[config.mk]
export PLATFORM = sky130hd
export DESIGN_NAME = lcpc_ctrl
export DESIGN_NICKNAME = d
export VERILOG_FILES = /design/src/design/lcpc_pkg.sv /design/src/design/lcpc_ctrl.sv
export VERILOG_INCLUDE_DIRS = /design/src /design/src/design
export SDC_FILE = /design/constraint.sdc
export NUM_CORES = 1
export LEC_CHECK = 0
export BUFFER_PORTS_ARGS = -buffer_cell sky130_fd_sc_hd__buf_2
export CAP_MARGIN = 20
export CORE_MARGIN = 4
export CORE_UTILIZATION = 50
export CTS_BUF_LIST = sky130_fd_sc_hd__clkbuf_4 sky130_fd_sc_hd__clkbuf_8
export DETAILED_ROUTE_END_ITERATION = 6
export GPL_TIMING_DRIVEN = 0
export PLACE_DENSITY = 0.77
export SLEW_MARGIN = 20
export SYNTH_ARGS = -nofsm -noshare
export SYNTH_HDL_FRONTEND = slang
export SYNTH_SLANG_ARGS = --single-unit
[constraint.sdc]
create_clock -name clk_i -period 2.1 [get_ports clk_i]
set_input_delay 0.42 -clock clk_i [delete_from_list [all_inputs] [get_ports clk_i]]
set_output_delay 0.42 -clock clk_i [all_outputs]
set_load 0.1 [all_outputs]
[src/design/levitation_cascade_pid_controller_assert.svh]
// Assertion helpers for the levitation controller.
// Each macro expects clk_i and rst_ni to be visible where it is used.
`ifndef LEVITATION_CASCADE_PID_CONTROLLER_ASSERT_SVH
`define LEVITATION_CASCADE_PID_CONTROLLER_ASSERT_SVH

// Same-cycle implication.
`define LCPC_ASSERT_IMP(lbl, ante, cons, msg) \
  lbl: assert property (@(posedge clk_i) disable iff (!rst_ni) (ante) |-> (cons)) \
    else $error(msg);

// Next-cycle implication.
`define LCPC_ASSERT_NXT(lbl, ante, cons, msg) \
  lbl: assert property (@(posedge clk_i) disable iff (!rst_ni) (ante) |=> (cons)) \
    else $error(msg);

`endif

[src/design/lcpc_pkg.sv]
// ----------------------------------------------------------------------------
// lcpc_pkg
// Types, constants and arithmetic helpers shared by the controller modules.
// ----------------------------------------------------------------------------
package lcpc_pkg;

  localparam int unsigned DIP_FRAMES_DEF = 500;

  localparam logic [7:0] HEADER_BYTE = 8'hAA;

  // Configuration register indexes.
  localparam logic [7:0] REG_POS_KP    = 8'd0;
  localparam logic [7:0] REG_POS_KI    = 8'd1;
  localparam logic [7:0] REG_POS_KD    = 8'd2;
  localparam logic [7:0] REG_CUR_KP    = 8'd3;
  localparam logic [7:0] REG_CUR_KI    = 8'd4;
  localparam logic [7:0] REG_SP_BASE   = 8'd5;
  localparam logic [7:0] REG_SP_DIP    = 8'd6;
  localparam logic [7:0] REG_DIP_START = 8'd7;

  // Register reset values.
  localparam logic [23:0] POS_KP_RST    = 24'd1638400;
  localparam logic [23:0] POS_KI_RST    = 24'd8192;
  localparam logic [23:0] POS_KD_RST    = 24'd2457600;
  localparam logic [23:0] CUR_KP_RST    = 24'd196608;
  localparam logic [23:0] CUR_KI_RST    = 24'd491520;
  localparam logic [19:0] SP_BASE_RST   = 20'd83886;
  localparam logic [19:0] SP_DIP_RST    = 20'd75497;
  localparam logic [15:0] DIP_START_RST = 16'd1000;

  // Q7.24 limits.
  localparam logic signed [31:0] IREF_Q       = 32'sd13874758;
  localparam logic signed [31:0] IREF_CLAMP_Q = 32'sd13181020;
  localparam logic signed [31:0] VREF_Q       = 32'sd165423350;
  localparam logic signed [31:0] VREF_CLAMP_Q = 32'sd157152182;

  // Sensor scaling as round-half-up divisions:
  //   y  = (pos * 2^22 + 2557) / 5115
  //   ie = (cur * 838860800 + 11253) / 22506
  // The whole part of each scale over its divisor is split off, so only a
  // short remainder term needs dividing.
  localparam longint unsigned POS_SCALE = 64'd4194304;
  localparam longint unsigned POS_ROUND = 64'd2557;
  localparam longint unsigned POS_DEN   = 64'd5115;
  localparam longint unsigned CUR_SCALE = 64'd838860800;
  localparam longint unsigned CUR_ROUND = 64'd11253;
  localparam longint unsigned CUR_DEN   = 64'd22506;
  localparam logic [7:0]      PWM_FULL  = 8'd254;

  localparam logic [15:0] POS_WHOLE = 16'(POS_SCALE / POS_DEN);
  localparam logic [15:0] POS_FRAC  = 16'(POS_SCALE % POS_DEN);
  localparam logic [15:0] CUR_WHOLE = 16'(CUR_SCALE / CUR_DEN);
  localparam logic [15:0] CUR_FRAC  = 16'(CUR_SCALE % CUR_DEN);

  // Reciprocals scaled by 2^32, rounded down.
  localparam longint unsigned RECIP_ONE = 64'd4294967296;
  localparam logic [19:0] POS_RECIP = 20'(RECIP_ONE / POS_DEN);
  localparam logic [19:0] CUR_RECIP = 20'(RECIP_ONE / CUR_DEN);
  localparam logic [19:0] PWM_RECIP = 20'((RECIP_ONE * 64'(PWM_FULL)) / 64'(VREF_Q));

  typedef enum logic [1:0] {
    DIV_POS, DIV_CUR, DIV_PWM
  } div_sel_e;

  typedef enum logic [4:0] {
    OP_NONE, OP_POS_HI, OP_POS_LO, OP_CUR_HI, OP_CUR_LO,
    OP_DIV_Y, OP_LOAD_Y, OP_DIV_I, OP_LOAD_I, OP_ERR,
    OP_MUL_P, OP_ACC_P, OP_MUL_D, OP_ACC_D, OP_MUL_I, OP_ACC_I, OP_EI,
    OP_MUL_CP, OP_ACC_CP, OP_MUL_CI, OP_ACC_CI, OP_DIV_PWM, OP_OUT
  } dp_op_e;

  typedef enum logic [4:0] {
    S_IDLE, S_DIV_Y, S_WAIT_Y, S_DIV_I, S_WAIT_I, S_ERR,
    S_MUL_P, S_ACC_P, S_MUL_D, S_ACC_D, S_MUL_I, S_ACC_I, S_EI,
    S_MUL_CP, S_ACC_CP, S_MUL_CI, S_ACC_CI, S_DIV_PWM, S_WAIT_PWM, S_OUT
  } ctrl_state_e;

  typedef enum logic [2:0] {
    PH_WAIT, PH_POS_HI, PH_POS_LO, PH_CUR_HI, PH_CUR_LO
  } frame_phase_e;

  typedef struct packed {
    dp_op_e op;
  } dp_cmd_t;

  typedef struct packed {
    logic hdr;
    logic div_busy;
    logic div_done;
  } dp_stat_t;

  function automatic logic signed [31:0] sat32(input logic signed [58:0] v);
    logic signed [31:0] r;
    if (v > 59'sd2147483647) begin
      r = 32'sh7FFFFFFF;
    end else if (v < -59'sd2147483648) begin
      r = 32'sh80000000;
    end else begin
      r = v[31:0];
    end
    return r;
  endfunction

  // Integrator with clamp-to-95% anti-windup.
  function automatic logic signed [31:0] integ(input logic signed [31:0] acc,
                                               input logic signed [31:0] inc,
                                               input logic signed [31:0] lim,
                                               input logic signed [31:0] clamp);
    logic signed [32:0] s;
    logic signed [31:0] r;
    s = 33'(acc) + 33'(inc);
    if (acc < lim && acc > -lim) begin
      r = sat32(59'(s));
    end else if (acc >= lim) begin
      r = clamp;
    end else begin
      r = -clamp;
    end
    return r;
  endfunction

endpackage

[src/design/lcpc_ctrl.sv]
`include "levitation_cascade_pid_controller_assert.svh"
// ----------------------------------------------------------------------------
// lcpc_ctrl
// Frame parser and sequencer of the control computation.
// ----------------------------------------------------------------------------
module lcpc_ctrl (
  input  logic               clk_i,
  input  logic               rst_ni,
  input  logic               in_valid_i,
  output logic               in_ready_o,
  output logic               out_valid_o,
  input  logic               out_ready_i,
  input  lcpc_pkg::dp_stat_t stat_i,
  output lcpc_pkg::dp_cmd_t  cmd_o
);
  import lcpc_pkg::*;

  ctrl_state_e  state_q, state_d;
  frame_phase_e phase_q, phase_d;
  logic         out_valid_q, out_valid_d;

  always_ff @(posedge clk_i or negedge rst_ni) begin
    if (!rst_ni) begin
      state_q     <= S_IDLE;
      phase_q     <= PH_WAIT;
      out_valid_q <= 1'b0;
    end else begin
      state_q     <= state_d;
      phase_q     <= phase_d;
      out_valid_q <= out_valid_d;
    end
  end

  always_comb begin
    state_d     = state_q;
    phase_d     = phase_q;
    cmd_o.op    = OP_NONE;
    in_ready_o  = 1'b0;
    out_valid_d = out_valid_q && !out_ready_i;
    unique case (state_q)
      S_IDLE: begin
        in_ready_o = 1'b1;
        if (in_valid_i) begin
          unique case (phase_q)
            PH_WAIT:   if (stat_i.hdr) phase_d = PH_POS_HI;
            PH_POS_HI: begin cmd_o.op = OP_POS_HI; phase_d = PH_POS_LO; end
            PH_POS_LO: begin cmd_o.op = OP_POS_LO; phase_d = PH_CUR_HI; end
            PH_CUR_HI: begin cmd_o.op = OP_CUR_HI; phase_d = PH_CUR_LO; end
            PH_CUR_LO: begin
              cmd_o.op = OP_CUR_LO;
              phase_d  = PH_WAIT;
              state_d  = S_DIV_Y;
            end
            default: phase_d = PH_WAIT;
          endcase
        end
      end
      S_DIV_Y:  begin cmd_o.op = OP_DIV_Y; state_d = S_WAIT_Y; end
      S_WAIT_Y: if (stat_i.div_done) begin cmd_o.op = OP_LOAD_Y; state_d = S_DIV_I; end
      S_DIV_I:  begin cmd_o.op = OP_DIV_I; state_d = S_WAIT_I; end
      S_WAIT_I: if (stat_i.div_done) begin cmd_o.op = OP_LOAD_I; state_d = S_ERR; end
      S_ERR:    begin cmd_o.op = OP_ERR;    state_d = S_MUL_P;  end
      S_MUL_P:  begin cmd_o.op = OP_MUL_P;  state_d = S_ACC_P;  end
      S_ACC_P:  begin cmd_o.op = OP_ACC_P;  state_d = S_MUL_D;  end
      S_MUL_D:  begin cmd_o.op = OP_MUL_D;  state_d = S_ACC_D;  end
      S_ACC_D:  begin cmd_o.op = OP_ACC_D;  state_d = S_MUL_I;  end
      S_MUL_I:  begin cmd_o.op = OP_MUL_I;  state_d = S_ACC_I;  end
      S_ACC_I:  begin cmd_o.op = OP_ACC_I;  state_d = S_EI;     end
      S_EI:     begin cmd_o.op = OP_EI;     state_d = S_MUL_CP; end
      S_MUL_CP: begin cmd_o.op = OP_MUL_CP; state_d = S_ACC_CP; end
      S_ACC_CP: begin cmd_o.op = OP_ACC_CP; state_d = S_MUL_CI; end
      S_MUL_CI: begin cmd_o.op = OP_MUL_CI; state_d = S_ACC_CI; end
      S_ACC_CI: begin cmd_o.op = OP_ACC_CI; state_d = S_DIV_PWM; end
      S_DIV_PWM: begin cmd_o.op = OP_DIV_PWM; state_d = S_WAIT_PWM; end
      S_WAIT_PWM: if (stat_i.div_done) state_d = S_OUT;
      S_OUT: begin
        if (!out_valid_q || out_ready_i) begin
          cmd_o.op    = OP_OUT;
          out_valid_d = 1'b1;
          state_d     = S_IDLE;
        end
      end
      default: state_d = S_IDLE;
    endcase
  end

  assign out_valid_o = out_valid_q;

  `LCPC_ASSERT_NXT(a_div_starts, cmd_o.op == OP_DIV_Y || cmd_o.op == OP_DIV_PWM, stat_i.div_busy, "divider did not start")
  `LCPC_ASSERT_IMP(a_phase_rest, state_q != S_IDLE, phase_q == PH_WAIT, "frame phase moved during compute")
  `LCPC_ASSERT_NXT(a_out_loaded, cmd_o.op == OP_OUT, out_valid_q, "result beat not presented")

endmodule

==> out/summary.txt <==
drt via density - 6.30
layout cells sized above 1 - 0.482
number of synthesized flops with an enable pin - 0
drt drc - 0
NumNets Final - 122
Mapped Nets - 90
Worst Setup End Kind - primary output
Rows - 12
worst slew pin tran - 485 ps
CTS tree - done
Congestion Overflow GR - 0
pin count of the biggest net entering global routing - 11
min cycle time layout - 2210 ps
gpl congestion - 0.797
max-slew violations - 0
Max H-tree Level - 1
status - finished, violations left
Core ar. - 0.00117 mm2
WL/cell - 19.2 um
fmax - 452 MHz
Sink Count - 9
Synth warnings - 0
# diodes - 0
Area Overhead vs Synth - 62.0%
Longest Clk Path Bufs - 2
RSZ-0062 raised after global routing - yes
total track usage - 0.249
Starting DRT DRC Count - 38
Die Wd - 44.2 um
CTS Buf Count - 3
Critical Path AT - 1790 ps
period utilization - 1.05
synth unique cells - 29
Die Ht - 44.2 um
total vias in the final route - 806
fin util - 0.905
I/O Buffers - 12
Final Setup Violations - 3
syn_area_per_cell - 7.88 um2
Setup CP Type - reg2out
Post-synth top flop - dfrtp_1
area of the mapped netlist - 654 um2
WP data required - 1680 ps
initial antenna violation count - 0
Final Skew - 2.71 ps
clk slew on worst S/H paths - 70 ps
commonest non-fill, non-tap cell in the layout - buf_4
DRT Pass-1 Iters - 4
final worst slack - -110 ps
die footprint - 0.00195 mm2
Initial Util - 0.559
first-pass GRT wire length - 3.55 mm
Max-Cap Viols - 0
#FFs+latches synth - 9
CP max FO - 7
max_slew headroom - 0.679
crit path launch type - register
Hold Violations, Final - 0
vias in the first global route - 759
post-synthesis cell count - 83
clk_lat worst skew - 270 ps
Antenna Nets Post-Route - 0
Synth async-reset ratio - 1.00
Worst Hold Class - in2reg
Clock Tree Root - clkbuf_4
drt total wl - 2.46 mm
tightest hold margin - 432 ps
register area share after synthesis - 0.344
Fillers - 50
failing checks - negative setup slack
IO Count - 14
post-detail-place hpwl - 1.20 mm
-- final timing paths --
path,start,end,slack [ps],depth (start not counted)
worst max-delay path,state_q[3],cmd_o[0],-110,6
worst min-delay path,stat_i[2],phase_q[0],430,3
worst max register to register,state_q[3],phase_q[1],20,11
worst min register to register,phase_q[2],phase_q[2],570,2
max in group asynchronous,rst_ni,out_valid_o,1380,2
min in group asynchronous,rst_ni,state_q[2],520,2
-- Yosys cell counts (all sizes together), types with 3 or more instances --
library cell	instances	area, um2
a21oi	4	20.0
buf	4	38.8
dfrtp	9	225
inv	3	11.3
nand2	12	45.0
nand3	4	20.0
nor2	9	33.8
o21ai	13	65.1
-- stage by stage --
step | cell area, um2 | worst slack [ps] | setup TNS, ps | std cells
after floorplan | 712 | -70.3 | -70.3 | 83
after global placement | 790 | -161 | -330 | 109
after detailed placement | 790 | -157 | -387 | 109
after CTS | 1020 | -170 | -365 | 124
final | 1060 | -110 | -279 | 128
after global routing | 1060 | -211 | -576 | 128
-- state kept, by name (all words and copies together) (netlist names) --
| name | flops |
|---|---|
| state_q | 5 |
| phase_q | 3 |
| out_valid_o | 1 |
-- layer usage --
| metal | part of all wire | wire length (um) | up-vias | GRT usage |
|---|---|---|---|---|
| met5 | 0 | 0 | - | 0 |
| met4 | 0.024 | 59 | 0 | 0.133 |
| met3 | 0.044 | 107 | 8 | 0.0407 |
| met2 | 0.48 | 1170 | 35 | 0.410 |
| met1 | 0.46 | 1120 | 405 | 0.309 |
| li1 | - | - | 358 | - |
-- critical path, cell delays in order, from the launching register on --
cell,delay [ps]
dfrtp_1,410
or2_1,260
buf_6,140
nor4_4,310
nand2_2,120
nand2_2,110
buf_12,170
-- final cells by class --
cell class	count	area, um2	share of cell area
multi-input combinational	65	475	0.449
timing repair buffer	29	265	0.250
sequential	9	228	0.215
buffer	4	35.0	0.0331
clock buffer	3	22.5	0.0213
tap	14	17.5	0.0165
inverter	3	11.3	0.0106
clock inverter	1	5.00	0.00472
-- cell families after synthesis --
| family | Yosys count | share of synthesized area |
|---|---|---|
| simple gates | 35 | 0.271 |
| compound gates | 26 | 0.241 |
| flops | 9 | 0.344 |
| buf+inv | 9 | 0.0879 |
| xor+xnor | 3 | 0.0402 |
| mux | 1 | 0.0153 |
-- what timing repair did --
item / in CTS / in global routing
endpoints found under the hold margin: 6 / 0
pin swaps: 6 / 7
buffers inserted: 10 / 6
cloned: 0 / 0
endpoints found under the setup margin: 6 / 4
resized for setup: 32 / 6
hold buffers: 1 / 0
Power is not shown: default switching activity piles up to over one toggle a cycle in this logic, so the estimate is an artifact.
